## src/pfrp_pkg.sv

```systemverilog
// Package with constants and types for the PLL frequency register planner.
package pfrp_pkg;

  localparam int unsigned FREQ_W  = 33;
  localparam int unsigned ADDR_W  = 7;
  localparam int unsigned DATA_W  = 16;
  localparam int unsigned POWER_W = 6;
  localparam int unsigned N_W     = 10;
  localparam int unsigned NUM_W   = 24;
  localparam int unsigned SHIFT_W = 4;
  localparam int unsigned CODE_W  = 4;
  localparam int unsigned PFD_W   = 2;

  // 10e6 = 2^7 * 78125, so the quotient is taken from fvco >> 7.
  localparam int unsigned LOW_BITS = 7;
  localparam int unsigned X_W      = FREQ_W - LOW_BITS;
  localparam int unsigned RECIP_W  = 16;
  localparam int unsigned PROD_W   = X_W + RECIP_W;
  localparam int unsigned RECIP_SH = 32;
  localparam int unsigned QM_W     = X_W + 1;
  localparam int unsigned REM_W    = 17;

  localparam logic [RECIP_W-1:0] RECIP_M    = 16'd54975;
  localparam logic [QM_W-1:0]    ODD_DIV    = 27'd78125;
  localparam logic [N_W-1:0]     N_MIN      = 10'd320;
  localparam logic [N_W-1:0]     N_MAX      = 10'd640;
  localparam logic [NUM_W-1:0]   DEN_VALUE  = 24'd10000000;

  localparam logic [FREQ_W-1:0] FREQ_MIN  = 33'd12500000;
  localparam logic [FREQ_W-1:0] FREQ_MAX  = 33'd6400000000;
  localparam logic [FREQ_W-1:0] PFD_SPLIT = 33'd4000000000;
  localparam logic [FREQ_W-1:0] TH_1      = 33'd3200000000;
  localparam logic [FREQ_W-1:0] TH_2      = 33'd1600000000;
  localparam logic [FREQ_W-1:0] TH_4      = 33'd800000000;
  localparam logic [FREQ_W-1:0] TH_8      = 33'd400000000;
  localparam logic [FREQ_W-1:0] TH_16     = 33'd200000000;
  localparam logic [FREQ_W-1:0] TH_32     = 33'd100000000;
  localparam logic [FREQ_W-1:0] TH_64     = 33'd50000000;
  localparam logic [FREQ_W-1:0] TH_128    = 33'd25000000;

  // Synthesizer register addresses.
  localparam logic [ADDR_W-1:0] ADDR_N      = 7'h24;
  localparam logic [ADDR_W-1:0] ADDR_PFD    = 7'h25;
  localparam logic [ADDR_W-1:0] ADDR_DEN_HI = 7'h26;
  localparam logic [ADDR_W-1:0] ADDR_DEN_LO = 7'h27;
  localparam logic [ADDR_W-1:0] ADDR_NUM_HI = 7'h2A;
  localparam logic [ADDR_W-1:0] ADDR_NUM_LO = 7'h2B;
  localparam logic [ADDR_W-1:0] ADDR_OUT_B  = 7'h45;
  localparam logic [ADDR_W-1:0] ADDR_DIV    = 7'h4B;
  localparam logic [ADDR_W-1:0] ADDR_START  = 7'h00;
  localparam logic [ADDR_W-1:0] ADDR_ERROR  = 7'h00;

  localparam logic [7:0]        PFD_LOW_BYTE = 8'h05;
  localparam logic [DATA_W-1:0] OUT_B_DIV    = 16'hC600;
  localparam logic [DATA_W-1:0] OUT_B_BYP    = 16'hCE00;
  localparam logic [DATA_W-1:0] DIV_BASE     = 16'h0800;
  localparam logic [DATA_W-1:0] START_DATA   = 16'h201C;

  localparam logic [POWER_W-1:0] POWER_RESET = 6'd34;

  typedef enum logic [3:0] {
    BEAT_N      = 4'd0,
    BEAT_PFD    = 4'd1,
    BEAT_DEN_HI = 4'd2,
    BEAT_DEN_LO = 4'd3,
    BEAT_NUM_HI = 4'd4,
    BEAT_NUM_LO = 4'd5,
    BEAT_OUT_B  = 4'd6,
    BEAT_DIV    = 4'd7,
    BEAT_START  = 4'd8
  } beat_t;

  typedef struct packed {
    logic              err;
    logic              bypass;
    logic [CODE_W-1:0] code;
  } plan_ctl_t;

endpackage

```

## src/pll_frequency_register_planner_unit.sv

```systemverilog
// Top level of the PLL frequency register planner: pipeline and write sequencer.
//
//  channel | handshake           | fields                                   | dir
//  --------+---------------------+------------------------------------------+-----
//  request | req_valid req_ready | freq_hz (wanted frequency in Hz)         | in
//  result  | res_valid res_ready | reg_addr reg_data range_error last_write | out
//  config  | cfg_wr_en           | cfg_wr_data (output B power level)       | in
//
// Four pipeline registers and a plan register sit before the write sequencer, which
// loads the registered result outputs.
// A valid request gives nine result beats and an out-of-range request one, so the
// sustained rate of valid requests is set by the output sequencer.
// Up to four further requests are taken while the sequencer is busy, and a stall on
// res_ready holds the result register and backs up the pipeline.
// Reset is synchronous; it clears the valid bits, restarts the sequencer and loads the
// default power level.
module pll_frequency_register_planner_unit (
  input  logic                           clk,
  input  logic                           rst,
  input  logic                           req_valid,
  output logic                           req_ready,
  input  logic [pfrp_pkg::FREQ_W-1:0]    freq_hz,
  output logic                           res_valid,
  input  logic                           res_ready,
  output logic [pfrp_pkg::ADDR_W-1:0]    reg_addr,
  output logic [pfrp_pkg::DATA_W-1:0]    reg_data,
  output logic                           range_error,
  output logic                           last_write,
  input  logic                           cfg_wr_en,
  input  logic [pfrp_pkg::POWER_W-1:0]   cfg_wr_data
);

  // Configuration register.
  logic [pfrp_pkg::POWER_W-1:0] out_b_power;

  always_ff @(posedge clk) begin
    if (rst) begin
      out_b_power <= pfrp_pkg::POWER_RESET;
    end else if (cfg_wr_en) begin
      out_b_power <= cfg_wr_data;
    end
  end

  // Stage valid bits and ready chain.
  logic s1_v, s2_v, s3_v, s4_v, plan_v;
  logic s1_rdy, s2_rdy, s3_rdy, s4_rdy, plan_rdy;
  logic out_load, beat_last;

  assign plan_rdy  = !plan_v || (out_load && beat_last);
  assign s4_rdy    = !s4_v || plan_rdy;
  assign s3_rdy    = !s3_v || s4_rdy;
  assign s2_rdy    = !s2_v || s3_rdy;
  assign s1_rdy    = !s1_v || s2_rdy;
  assign req_ready = s1_rdy;

  always_ff @(posedge clk) begin
    if (rst) begin
      s1_v   <= 1'b0;
      s2_v   <= 1'b0;
      s3_v   <= 1'b0;
      s4_v   <= 1'b0;
      plan_v <= 1'b0;
    end else begin
      if (s1_rdy)   s1_v   <= req_valid;
      if (s2_rdy)   s2_v   <= s1_v;
      if (s3_rdy)   s3_v   <= s2_v;
      if (s4_rdy)   s4_v   <= s3_v;
      if (plan_rdy) plan_v <= s4_v;
    end
  end

  // Stage 1: input register, range check and divider pick.
  logic [pfrp_pkg::FREQ_W-1:0]  s1_freq;
  logic [pfrp_pkg::SHIFT_W-1:0] s1_shift;
  logic [pfrp_pkg::CODE_W-1:0]  s1_code;
  logic                         s1_bypass;
  logic                         s1_err;
  logic [pfrp_pkg::FREQ_W-1:0]  s1_fvco;

  always_ff @(posedge clk) begin
    if (s1_rdy) begin
      s1_freq <= freq_hz;
    end
  end

  always_comb begin
    s1_bypass = 1'b0;
    priority if (s1_freq >= pfrp_pkg::TH_1) begin
      s1_shift = 4'd0; s1_code = 4'd0; s1_bypass = 1'b1;
    end else if (s1_freq >= pfrp_pkg::TH_2) begin
      s1_shift = 4'd1; s1_code = 4'd0;
    end else if (s1_freq >= pfrp_pkg::TH_4) begin
      s1_shift = 4'd2; s1_code = 4'd1;
    end else if (s1_freq >= pfrp_pkg::TH_8) begin
      s1_shift = 4'd3; s1_code = 4'd3;
    end else if (s1_freq >= pfrp_pkg::TH_16) begin
      s1_shift = 4'd4; s1_code = 4'd5;
    end else if (s1_freq >= pfrp_pkg::TH_32) begin
      s1_shift = 4'd5; s1_code = 4'd7;
    end else if (s1_freq >= pfrp_pkg::TH_64) begin
      s1_shift = 4'd6; s1_code = 4'd9;
    end else if (s1_freq >= pfrp_pkg::TH_128) begin
      s1_shift = 4'd7; s1_code = 4'd12;
    end else begin
      s1_shift = 4'd8; s1_code = 4'd14;
    end
  end

  assign s1_err  = (s1_freq < pfrp_pkg::FREQ_MIN) || (s1_freq > pfrp_pkg::FREQ_MAX);
  assign s1_fvco = s1_freq << s1_shift;

  // Stage 2: VCO frequency and control.
  logic [pfrp_pkg::FREQ_W-1:0] s2_fvco;
  pfrp_pkg::plan_ctl_t         s2_ctl;
  logic [pfrp_pkg::X_W-1:0]    s2_x;
  logic [pfrp_pkg::PFD_W-1:0]  s2_pfd;

  always_ff @(posedge clk) begin
    if (s2_rdy) begin
      s2_fvco       <= s1_fvco;
      s2_ctl.err    <= s1_err;
      s2_ctl.bypass <= s1_bypass;
      s2_ctl.code   <= s1_code;
    end
  end

  assign s2_x   = s2_fvco[pfrp_pkg::FREQ_W-1:pfrp_pkg::LOW_BITS];
  assign s2_pfd = (s2_fvco < pfrp_pkg::PFD_SPLIT) ? 2'd1 : 2'd2;

  // Stage 3: reciprocal product estimates fvco / 10e6.
  logic [pfrp_pkg::PROD_W-1:0]   s3_prod;
  logic [pfrp_pkg::X_W-1:0]      s3_x;
  logic [pfrp_pkg::LOW_BITS-1:0] s3_low;
  logic [pfrp_pkg::PFD_W-1:0]    s3_pfd;
  pfrp_pkg::plan_ctl_t           s3_ctl;
  logic [pfrp_pkg::N_W-1:0]      s3_q0;

  always_ff @(posedge clk) begin
    if (s3_rdy) begin
      s3_prod <= pfrp_pkg::PROD_W'(s2_x) * pfrp_pkg::PROD_W'(pfrp_pkg::RECIP_M);
      s3_x    <= s2_x;
      s3_low  <= s2_fvco[pfrp_pkg::LOW_BITS-1:0];
      s3_pfd  <= s2_pfd;
      s3_ctl  <= s2_ctl;
    end
  end

  assign s3_q0 = s3_prod[pfrp_pkg::PROD_W-1:pfrp_pkg::RECIP_SH];

  // Stage 4: quotient estimate times the odd part of the denominator.
  logic [pfrp_pkg::QM_W-1:0]     s4_qm;
  logic [pfrp_pkg::N_W-1:0]      s4_q0;
  logic [pfrp_pkg::X_W-1:0]      s4_x;
  logic [pfrp_pkg::LOW_BITS-1:0] s4_low;
  logic [pfrp_pkg::PFD_W-1:0]    s4_pfd;
  pfrp_pkg::plan_ctl_t           s4_ctl;
  logic [pfrp_pkg::QM_W-1:0]     s4_rem_full;
  logic [pfrp_pkg::QM_W-1:0]     s4_rem_adj;
  logic                          s4_fix;
  logic [pfrp_pkg::N_W-1:0]      s4_n;
  logic [pfrp_pkg::REM_W-1:0]    s4_rem;

  always_ff @(posedge clk) begin
    if (s4_rdy) begin
      s4_qm  <= pfrp_pkg::QM_W'(s3_q0) * pfrp_pkg::ODD_DIV;
      s4_q0  <= s3_q0;
      s4_x   <= s3_x;
      s4_low <= s3_low;
      s4_pfd <= s3_pfd;
      s4_ctl <= s3_ctl;
    end
  end

  // The estimate is low by at most one, so one compare and subtract finishes it.
  assign s4_rem_full = {1'b0, s4_x} - s4_qm;
  assign s4_fix      = (s4_rem_full >= pfrp_pkg::ODD_DIV);
  assign s4_rem_adj  = s4_fix ? (s4_rem_full - pfrp_pkg::ODD_DIV) : s4_rem_full;
  assign s4_n        = s4_fix ? (s4_q0 + 10'd1) : s4_q0;
  assign s4_rem      = s4_rem_adj[pfrp_pkg::REM_W-1:0];

  // Plan register feeding the write sequencer.
  logic [pfrp_pkg::N_W-1:0]   plan_n;
  logic [pfrp_pkg::NUM_W-1:0] plan_num;
  logic [pfrp_pkg::PFD_W-1:0] plan_pfd;
  pfrp_pkg::plan_ctl_t        plan_ctl;

  always_ff @(posedge clk) begin
    if (plan_rdy) begin
      plan_n   <= s4_n;
      plan_num <= {s4_rem, s4_low};
      plan_pfd <= s4_pfd;
      plan_ctl <= s4_ctl;
    end
  end

  // Write sequencer and result register.
  pfrp_pkg::beat_t             beat;
  pfrp_pkg::beat_t             beat_next;
  logic [pfrp_pkg::ADDR_W-1:0] addr_sel;
  logic [pfrp_pkg::DATA_W-1:0] data_sel;

  assign out_load  = plan_v && (!res_valid || res_ready);
  assign beat_last = plan_ctl.err || (beat == pfrp_pkg::BEAT_START);
  assign beat_next = beat_last ? pfrp_pkg::BEAT_N : pfrp_pkg::beat_t'(beat + 4'd1);

  always_ff @(posedge clk) begin
    if (rst) begin
      beat <= pfrp_pkg::BEAT_N;
    end else if (out_load) begin
      beat <= beat_next;
    end
  end

  always_comb begin
    unique case (beat)
      pfrp_pkg::BEAT_N: begin
        addr_sel = pfrp_pkg::ADDR_N;
        data_sel = pfrp_pkg::DATA_W'(plan_n);
      end
      pfrp_pkg::BEAT_PFD: begin
        addr_sel = pfrp_pkg::ADDR_PFD;
        data_sel = {6'd0, plan_pfd, pfrp_pkg::PFD_LOW_BYTE};
      end
      pfrp_pkg::BEAT_DEN_HI: begin
        addr_sel = pfrp_pkg::ADDR_DEN_HI;
        data_sel = {8'd0, pfrp_pkg::DEN_VALUE[23:16]};
      end
      pfrp_pkg::BEAT_DEN_LO: begin
        addr_sel = pfrp_pkg::ADDR_DEN_LO;
        data_sel = pfrp_pkg::DEN_VALUE[15:0];
      end
      pfrp_pkg::BEAT_NUM_HI: begin
        addr_sel = pfrp_pkg::ADDR_NUM_HI;
        data_sel = {8'd0, plan_num[23:16]};
      end
      pfrp_pkg::BEAT_NUM_LO: begin
        addr_sel = pfrp_pkg::ADDR_NUM_LO;
        data_sel = plan_num[15:0];
      end
      pfrp_pkg::BEAT_OUT_B: begin
        addr_sel = pfrp_pkg::ADDR_OUT_B;
        data_sel = (plan_ctl.bypass ? pfrp_pkg::OUT_B_BYP : pfrp_pkg::OUT_B_DIV)
                   | pfrp_pkg::DATA_W'(out_b_power);
      end
      pfrp_pkg::BEAT_DIV: begin
        addr_sel = pfrp_pkg::ADDR_DIV;
        data_sel = plan_ctl.bypass ? pfrp_pkg::DIV_BASE
                 : ({6'd0, plan_ctl.code, 6'd0} | pfrp_pkg::DIV_BASE);
      end
      pfrp_pkg::BEAT_START: begin
        addr_sel = pfrp_pkg::ADDR_START;
        data_sel = pfrp_pkg::START_DATA;
      end
      default: begin
        addr_sel = pfrp_pkg::ADDR_START;
        data_sel = pfrp_pkg::START_DATA;
      end
    endcase
  end

  always_ff @(posedge clk) begin
    if (rst) begin
      res_valid <= 1'b0;
    end else if (out_load) begin
      res_valid <= 1'b1;
    end else if (res_ready) begin
      res_valid <= 1'b0;
    end
  end

  always_ff @(posedge clk) begin
    if (out_load) begin
      reg_addr    <= plan_ctl.err ? pfrp_pkg::ADDR_ERROR : addr_sel;
      reg_data    <= plan_ctl.err ? '0 : data_sel;
      range_error <= plan_ctl.err;
      last_write  <= beat_last;
    end
  end

  // A valid plan always has N in the VCO band and a remainder below 10e6.
  a_n_range: assert property (@(posedge clk) disable iff (rst)
    plan_v && !plan_ctl.err |-> plan_n >= pfrp_pkg::N_MIN && plan_n <= pfrp_pkg::N_MAX)
    else $error("integer divider out of VCO band");

  a_num_range: assert property (@(posedge clk) disable iff (rst)
    plan_v && !plan_ctl.err |-> plan_num < pfrp_pkg::DEN_VALUE)
    else $error("fractional numerator not below denominator");

  // The sequencer returns to the first beat after the last one of a request.
  a_beat_wrap: assert property (@(posedge clk) disable iff (rst)
    out_load && beat_last |=> beat == pfrp_pkg::BEAT_N)
    else $error("write sequencer did not restart");

  // An error beat is the only beat of its request.
  a_err_single: assert property (@(posedge clk) disable iff (rst)
    res_valid && range_error |-> last_write && reg_addr == pfrp_pkg::ADDR_ERROR)
    else $error("error beat not terminal");

endmodule

```

## config.mk

```make
export PLATFORM = sky130hd
export DESIGN_NAME = pll_frequency_register_planner_unit
export DESIGN_NICKNAME = d
export VERILOG_FILES = /design/src/pfrp_pkg.sv /design/src/pll_frequency_register_planner_unit.sv
export SDC_FILE = /design/constraint.sdc
export NUM_CORES = 1
export LEC_CHECK = 0
export BUFFER_PORTS_ARGS = -buffer_cell sky130_fd_sc_hd__buf_2
export CAP_MARGIN = 20
export CELL_PAD_IN_SITES_DETAIL_PLACEMENT = 1
export CELL_PAD_IN_SITES_GLOBAL_PLACEMENT = 1
export CORE_MARGIN = 4
export CORE_UTILIZATION = 52
export CTS_CLUSTER_DIAMETER = 60
export DETAILED_ROUTE_END_ITERATION = 6
export PLACE_DENSITY = 0.87
export SYNTH_ARGS = -nofsm -noshare
export SYNTH_HDL_FRONTEND = slang
export SYNTH_SLANG_ARGS = --single-unit
```

## constraint.sdc

```tcl
create_clock -name clk -period 7.53 [get_ports clk]
set_input_delay 1.506 -clock clk [delete_from_list [all_inputs] [get_ports clk]]
set_output_delay 1.506 -clock clk [all_outputs]
set_load 0.02 [all_outputs]
```

==> summary.txt, run 1 <==
Global route
  – Antenna violations before repair: 0
  – Pin count of the biggest net entering global routing: 77
  – Via count of the first global-routing pass: about 19k
  – GRT Util Overall: between 20% and 30%
  – First-pass GRT wire length: around 110000 µm
  – Global route total overflow: 0

Timing
  – Headroom to the max-slew limit: about 23%
  – Final period utilization: just under 100%
  – Final slew viol count: 0
  – Fmax: roughly 0.14 GHz
  – Setup slack after layout: 0.193 ns
  – Final hold slack: roughly 0.42 ns
  – Final setup fails: 0
  – Hold Violations, Final: 0
  – Worst-Margin Slew: about 1.1 ns
  – Period minus WS final: 7.34 ns
  – Clock Skew: between 0.015 and 0.02 ns
  – Setup TNS: 0 ns

Layout
  – Nets: 2875
  – Share of cells above drive strength 1: under 10%
  – Layout area overhead: 9.83%
  – Final Instance Area: 26800 µm²
  – Ant. Diodes: 0

Floorplanning
  – Die area: 50500 µm²
  – Die Ht: 225 µm
  – Starting Density: between 50% and 60%
  – Die width: ~220 µm
  – Io pins: 71
  – Std cell rows: approximately 80
  – Core area: approximately 46000 µm²

Placed design
  – IO Port Bufs: around 70
  – Final RePlAce weighted congestion: approximately 0.96
  – Post-DP HPWL: ~54000 µm
  – Worst slack, placed: between 0.15 and 0.2 ns
  – Area post-placement: ~25000 µm²

Yosys
  – Yosys warnings: 0
  – Post-synth EDFFs: between 200 and 300
  – Synth area leader: edfxtp_1
  – Top post-synthesis cells by area: edfxtp_1 (33%), fa_1 (21%), ha_1 (15%)
  – Count leader, synth: inv_1
  – Synth Area per Inst: 11.2 µm²
  – Synth unique cells: between 80 and 90
  – Flop and latch count out of synthesis: 281
  – Mapped Nets: about 2.8k
  – Async SR Flop Fraction: 0%
  – Sequential cell area fraction in the yosys report: approximately 34%
  – Share of the synthesized area in the top cell type: about a third
  – Synth cell count leaders: inv_1 (485), ha_1 (289), edfxtp_1 (265)
  – Synthesized cell area: 24400 µm²
  – Post-Synthesis Cells: about 2.2k
  – Top_reg_cell synth: edfxtp_1

Job
  – Max-cap violation count: 0

CTS
  – CTS Buf Count: 31
  – CTS tree: built
  – CTS Sinks: approximately 280
  – Latest clock arrival within the worst-skew pair: approximately 0.60 ns
  – Root Buffer: clkbuf_16
  – Post-CTS Hold Fix Bufs: 0
  – H-tree levels: 1
  – Worst-path clk slew: ~0.060 ns
  – Max clock buf depth: 3

Worst setup path
  – Startpoint types: flop
  – Crit path required time: between 7 and 8 ns
  – Worst path bufs/invs: 6
  – Crit-path cells: buf_4, buf_4, fa_1, inv_1, fa_1, inv_1, fa_1, fa_1, fa_1, inv_1, fa_1, inv_1, ha_1, nand4_1, or2_2, nor2_1, o41ai_2, a21boi_0, o21a_1, o311a_1, a311oi_1, o31ai_1, a21oi_1, xnor2_1
  – CP dominant cell by count: fa_1
  – Crit-path slowest cell: fa_1
  – Highest cell delay on the worst timing path: around 0.58 ns
  – Worst Path Max Fanout: 6
  – Crit end category: flop
  – Setup Crit Path Kind: reg2reg
  – Critical path arrival: approximately 7.7 ns
  – Cell family with most CP delay: adder cells

Detailed routing
  – Vias per cell: 5.86
  – Routed WL per cell: 24.3 µm
  – 1st-iter DRT viols: between 1k and 1.5k
  – Post-detailed-routing wire length: just over 70000 µm
  – DR pass1 iterations: 7
  – DRC viols: 0
  – Vias: ~17k
  – Post-route ant nets: 0

Status
  – Status: completed

Worst hold path
  – Min-Delay Path Class: reg2reg
## kinds of logic after synthesis
kind of cell             count (synthesis)  share of synthesized area, %
adder cells (fa/ha/maj)                547                          36.0
AO/OA/AOI/OAI                          305                          8.61
AND/OR/NAND/NOR                        354                          7.23
flip-flops                             281                          33.9
buffers and inverters                  538                          8.42
other                                    1                        0.0154
XOR/XNOR                                80                          2.90
multiplexers                            70                          2.92
## worst paths after layout
path	from	endpoint	slack, ns	cells past startpoint
setup reg to reg	s2_fvco[23]$_DFFE_PP_	s3_prod[41]$_DFFE_PP_	0.19	24
hold reg to reg	s3_low[3]$_DFFE_PP_	s4_low[3]$_DFFE_PP_	0.42	0
setup / recovery	s2_fvco[23]$_DFFE_PP_	s3_prod[41]$_DFFE_PP_	0.19	24
hold / removal	s3_low[3]$_DFFE_PP_	s4_low[3]$_DFFE_PP_	0.42	0
## layout by cell type, fill, tap and decap left out, types with 7 or more instances in the layout
| master | synthesis | final |
|---|---|---|
| inv_1 | 485 | 485 |
| ha_1 | 289 | 289 |
| edfxtp_1 | 265 | 265 |
| fa_1 | 258 | 258 |
| nand2_1 | 100 | 99 |
| nor2_1 | 90 | 90 |
| a21oi_1 | 88 | 88 |
| buf_2 | 8 | 69 |
| xnor2_1 | 60 | 60 |
| mux2i_1 | 60 | 60 |
| buf_4 | 1 | 54 |
| o21ai_0 | 48 | 48 |
| clkbuf_16 | 0 | 31 |
| a21o_1 | 28 | 28 |
| nor3_1 | 27 | 27 |
| nand4_1 | 24 | 24 |
| xor2_1 | 19 | 19 |
| nand2b_1 | 16 | 16 |
| dfxtp_1 | 16 | 16 |
| nand3_1 | 15 | 14 |
| a31oi_1 | 14 | 14 |
| a22oi_1 | 14 | 14 |
| nor2b_1 | 13 | 13 |
| a211oi_1 | 11 | 11 |
| nor4_1 | 11 | 11 |
| o21bai_1 | 10 | 10 |
| mux2_2 | 10 | 10 |
| and3_1 | 9 | 9 |
| o21a_1 | 8 | 8 |
| and2_1 | 7 | 7 |
| or2_2 | 7 | 7 |
| or3_1 | 7 | 7 |
| o221ai_1 | 7 | 7 |
| a222oi_1 | 7 | 7 |
| clkbuf_8 | 0 | 7 |
| clkbuf_1 | 40 | 7 |
## worst register-to-register path, stage by stage (launching register included)
cell	delay, ns
edfxtp_1	0.47
buf_4	0.21
buf_4	0.15
fa_1	0.58
inv_1	0.09
fa_1	0.50
inv_1	0.08
fa_1	0.55
fa_1	0.46
fa_1	0.55
inv_1	0.06
fa_1	0.54
inv_1	0.05
ha_1	0.29
nand4_1	0.10
or2_2	0.33
nor2_1	0.19
o41ai_2	0.14
a21boi_0	0.38
o21a_1	0.25
o311a_1	0.30
a311oi_1	0.17
o31ai_1	0.38
a21oi_1	0.14
xnor2_1	0.13
## per-stage QoR
| stage | util, % | std cells |
|---|---|---|
| final | 57.7 | 2916 |
| after global routing | 57.7 | 2916 |
| after CTS | 56.8 | 2866 |
| after detailed placement | 54.6 | 2808 |
| after global placement | 54.6 | 2808 |
| after floorplan | - | 2176 |
## sequential cells by signal (all words and copies together) (netlist names), 7 cells and up
register,flops
s4_q0,8
s4_x,26
s2_fvco,33
reg_data,16
plan_n,10
s3_x,25
s1_freq,33
s3_low,7
plan_num,24
s3_prod,11
s4_low,7
s4_qm,27
## cell type report
class,count,area [µm²]
sequential,281,8280
multi-input combinational,1357,14100
fill,4863,19700
inverter,485,1820
timing repair buffer,128,832
tap,607,759
clock inverter,13,116
clock buffer,45,898
## per-layer routing
layer | GRT usage, % | share of wire [%] | vias up
met5 | 0 | 0 | -
met4 | 11.8 | 5.5 | 0
met3 | 4.65 | 5.4 | 200
met2 | 48.4 | 52 | 642
met1 | 32.6 | 37 | 8729
li1 | - | - | 7528
## repair_timing
item / CTS / global route
setup buffers: 0 / 46
endpoints found under the setup margin: 0 / 3
gates resized for setup: 0 / 1
Power of run 1 is not shown: default switching activity piles up to over one toggle a cycle in this logic, so the estimate is an artifact.
==> run 2, diff against run 1 <==
Settings changed: ABC_AREA set to 1, CORE_UTILIZATION 52 to 51, PLACE_DENSITY 0.87 to 0.88, REMOVE_ABC_BUFFERS set to 1.
==> run 2 against run 1 <==
Net effect: critical path depth is 6 lower; critical endpoint is now s3_prod[38]$_DFFE_PP_; fmax grew 19%; global-route usage up 3.1 points; register-to-register slack better by 1.2 ns; non-clock buffer count fell by 50; final cell count increased by 26%.
==> summary.txt, run 2 <==
Yosys
  – Synthesized cell area: 26400 µm² (was 24400 µm²)
  – Async SR Flop Fraction: 0% (unchanged)
  – Synth area leader: edfxtp_1 (unchanged)
  – Compound-cell area share of the yosys netlist: 5.89% (was 8.61%)
  – Synth unique cells: 55 (was 85)
  – Synth cell count leaders: inv_1 (634), nand2_1 (481), ha_1 (289) (was inv_1 (485), ha_1 (289), edfxtp_1 (265))
  – Top post-synthesis cells by area: edfxtp_1 (30%), fa_1 (20%), ha_1 (14%) (was edfxtp_1 (33%), fa_1 (21%), ha_1 (15%))
  – Flop and latch count out of synthesis: 281 (unchanged)
  – Mux cell area share after synthesis: 0% (was 2.92%)
  – Synth Area in Simple Gates: 17.0% (was 7.23%)
  – Post-synthesis adder-cell area fraction: 33.3% (was 36.0%)
  – Synth Area per Inst: 9.15 µm² (was 11.2 µm²)
  – Share of the synthesized area in the top cell type: 30.2% (was 32.6%)
  – XOR/XNOR share of the synthesized area: 2.54% (was 2.90%)
  – Post-synth EDFFs: 265 (unchanged)
  – Yosys warnings: 0 (unchanged)
  – Post-Synthesis Cells: 2882 (was 2176)
  – Count leader, synth: inv_1 (unchanged)
  – Sequential cell area fraction in the yosys report: 31.4% (was 33.9%)
  – Largest family of logic cells by synthesized area: adder cells (unchanged)
  – Top_reg_cell synth: edfxtp_1 (unchanged)

Timing
  – Worst-Margin Slew: 1.09 ns (was 1.14 ns)
  – Final hold slack: 0.414 ns (was 0.416 ns)
  – Fmax: 0.162 GHz (was 0.136 GHz)
  – Clock Skew: 0.0221 ns (was 0.0158 ns)
  – RSZ-0062 raised after global routing: false
  – Final setup fails: 0 (unchanged)
  – Final slew viol count: 0 (unchanged)
  – Period minus WS final: 6.18 ns (was 7.34 ns)
  – Hold Violations, Final: 0 (unchanged)
  – Headroom to the max-slew limit: 27.0% (was 22.7%)
  – Final period utilization: 82.1% (was 97.4%)
  – Setup slack after layout: 1.35 ns (was 0.193 ns)

Worst hold path
  – Min-Delay Path Class: reg2reg (unchanged)

Layout
  – Nets: 3551 (was 2875)
  – Share of cells above drive strength 1: 5.65% (was 9.44%)
  – Biggest regs: s1_freq (33), s2_fvco (33), s4_qm (27) (unchanged)
  – Leading cell type in the layout, fill and taps excluded: inv_1 (unchanged)
  – Commonest cells after routing, fill and taps aside: inv_1 (632), nand2_1 (480), ha_1 (289) (was inv_1 (485), ha_1 (289), edfxtp_1 (265))
  – Layout fillers: 5924 (was 4863)
  – Layout area overhead: 8.74% (was 9.83%)
  – Final Instance Area: 28700 µm² (was 26800 µm²)
  – Reg area: 8280 µm² (unchanged)
  – Fin util: 55.9% (was 57.7%)
  – Area of the multi-input gates: 15500 µm² (was 14100 µm²)

CTS
  – Post-CTS Resized: 0 (unchanged)
  – Latest clock arrival within the worst-skew pair: 0.58 ns (was 0.60 ns)
  – Post-CTS Hold Fix Bufs: 0 (unchanged)
  – H-tree levels: 2 (was 1)
  – CTS tree: built (unchanged)
  – CTS Buf Count: 37 (was 31)
  – Post-CTS setup buffers: 0 (unchanged)
  – Max clock buf depth: 3 (unchanged)
  – Worst-path clk slew: 0.06 ns (about the same)
  – Root Buffer: clkbuf_16 (unchanged)
  – CTS Sinks: 281 (unchanged)

Detailed routing
  – Vias: 21.0k (was 17.1k)
  – Vias per cell: 5.72 (was 5.86)
  – Routed WL per cell: 22.8 µm (was 24.3 µm)
  – 1st-iter DRT viols: 1644 (was 1251)
  – DR pass1 iterations: 5 (was 7)
  – DRC viols: 0 (unchanged)
  – Post-route ant nets: 0 (unchanged)
  – Post-detailed-routing wire length: 83700 µm (was 70900 µm)

Global route
  – Via count of the first global-routing pass: 23.5k (was 19.1k)
  – Antenna violations before repair: 6 (was 0)
  – First-pass GRT wire length: 133000 µm (was 107000 µm)
  – Global route total overflow: 0 (unchanged)
  – Pin count of the biggest net entering global routing: 78 (was 77)
  – GRT Util Overall: 30.3% (was 27.2%)

Worst setup path
  – Crit end category: flop (unchanged)
  – Crit path required time: 7.84 ns (was 7.87 ns)
  – Startpoint types: flop (unchanged)
  – Setup Crit Path Kind: reg2reg (unchanged)
  – Critical path arrival: 6.49 ns (was 7.68 ns)
  – Worst Path Max Fanout: 10 (was 6)

Placed design
  – IO Port Bufs: 69 (unchanged)
  – Area post-placement: 27400 µm² (was 25400 µm²)
  – Worst slack, placed: 1.45 ns (was 0.154 ns)
  – Final RePlAce weighted congestion: 0.904 (was 0.963)
  – Post-DP HPWL: 66600 µm (was 53800 µm)

Floorplanning
  – Starting Density: 51.4% (was 52.5%)
  – Io pins: 71 (unchanged)
  – Die Ht: 235 µm (was 225 µm)
  – Die area: 55400 µm² (was 50500 µm²)
  – Std cell rows: 83 (was 79)
  – Core area: 51300 µm² (was 46500 µm²)
  – Die width: 235 µm (was 225 µm)

Job
  – Max-cap violation count: 0 (unchanged)

Status
  – Status: completed (unchanged)
==> run 2: changes by cell type after synthesis, moves of 29 or more <==
cell and change:
xnor2_1 -43, mux2i_1 -60, nand3_1 +252, inv_1 +149, nor2_1 +78, a21oi_1 +29, xor2_1 +33, nand2_1 +381
==> run 2: final timing paths <==
path	from	end	slack (ns)	cells past startpoint
worst min register to register	s2_ctl[5]$_DFFE_PP_	s3_ctl[5]$_DFFE_PP_	0.41	0
worst max register to register	s2_fvco[14]$_DFFE_PP_	s3_prod[38]$_DFFE_PP_	1.35	18
worst min-delay path	s2_ctl[5]$_DFFE_PP_	s3_ctl[5]$_DFFE_PP_	0.41	0
worst max-delay path	s2_fvco[14]$_DFFE_PP_	s3_prod[38]$_DFFE_PP_	1.35	18
==> run 2: metal layers <==
| layer | track usage, % | wire length [µm] | vias up |
|---|---|---|---|
| met3 | 4.05 | 3940 | 243 |
| li1 | - | - | 9517 |
| met4 | 13.2 | 4080 | 2 |
| met1 | 38.0 | 33700 | 10548 |
| met5 | 0 | 13 | - |
| met2 | 52.7 | 42000 | 673 |
==> run 2: area by class of cell <==
| class | instances | area share [%] |
|---|---|---|
| antenna | 1 | 0.00872 |
| tap | 680 | 2.97 |
| clock buffer | 43 | 3.34 |
| inverter | 640 | 8.38 |
| timing repair buffer | 78 | 1.44 |
| multi-input combinational | 1922 | 54.0 |
| sequential | 281 | 28.9 |
| clock inverter | 25 | 0.995 |
==> run 2: critical path, cell delays in order (launching register included) <==
cell and delay [ns]:
edfxtp_1 0.74, inv_1 0.27, ha_1 0.43, fa_1 0.61, inv_1 0.08, fa_1 0.51
fa_1 0.52, fa_1 0.54, inv_1 0.05, fa_1 0.54, inv_1 0.06, ha_1 0.34
nand2_1 0.13, nor2_1 0.17, nand2_1 0.09, nor4_1 0.41, nand2_1 0.11, o211ai_1 0.21
xor2_1 0.10
==> run 2: cell families (layout without fill, tap and decap cells) <==
kind of cell	count (synthesis)	in the layout
flops	281	281
buf+inv	679	786
other cells	1	2
simple gates	1029	1029
xor+xnor	73	73
fa+ha+maj	547	547
compound gates	272	272
==> run 2: per-stage QoR <==
stage	std cells	TNS, ns
floorplan	2843	-7.12
global placement	3601	0
detailed placement	3601	0
CTS	3669	0
global route	3669	0
finish	3670	0
Power of run 2 is left out for the same reason.
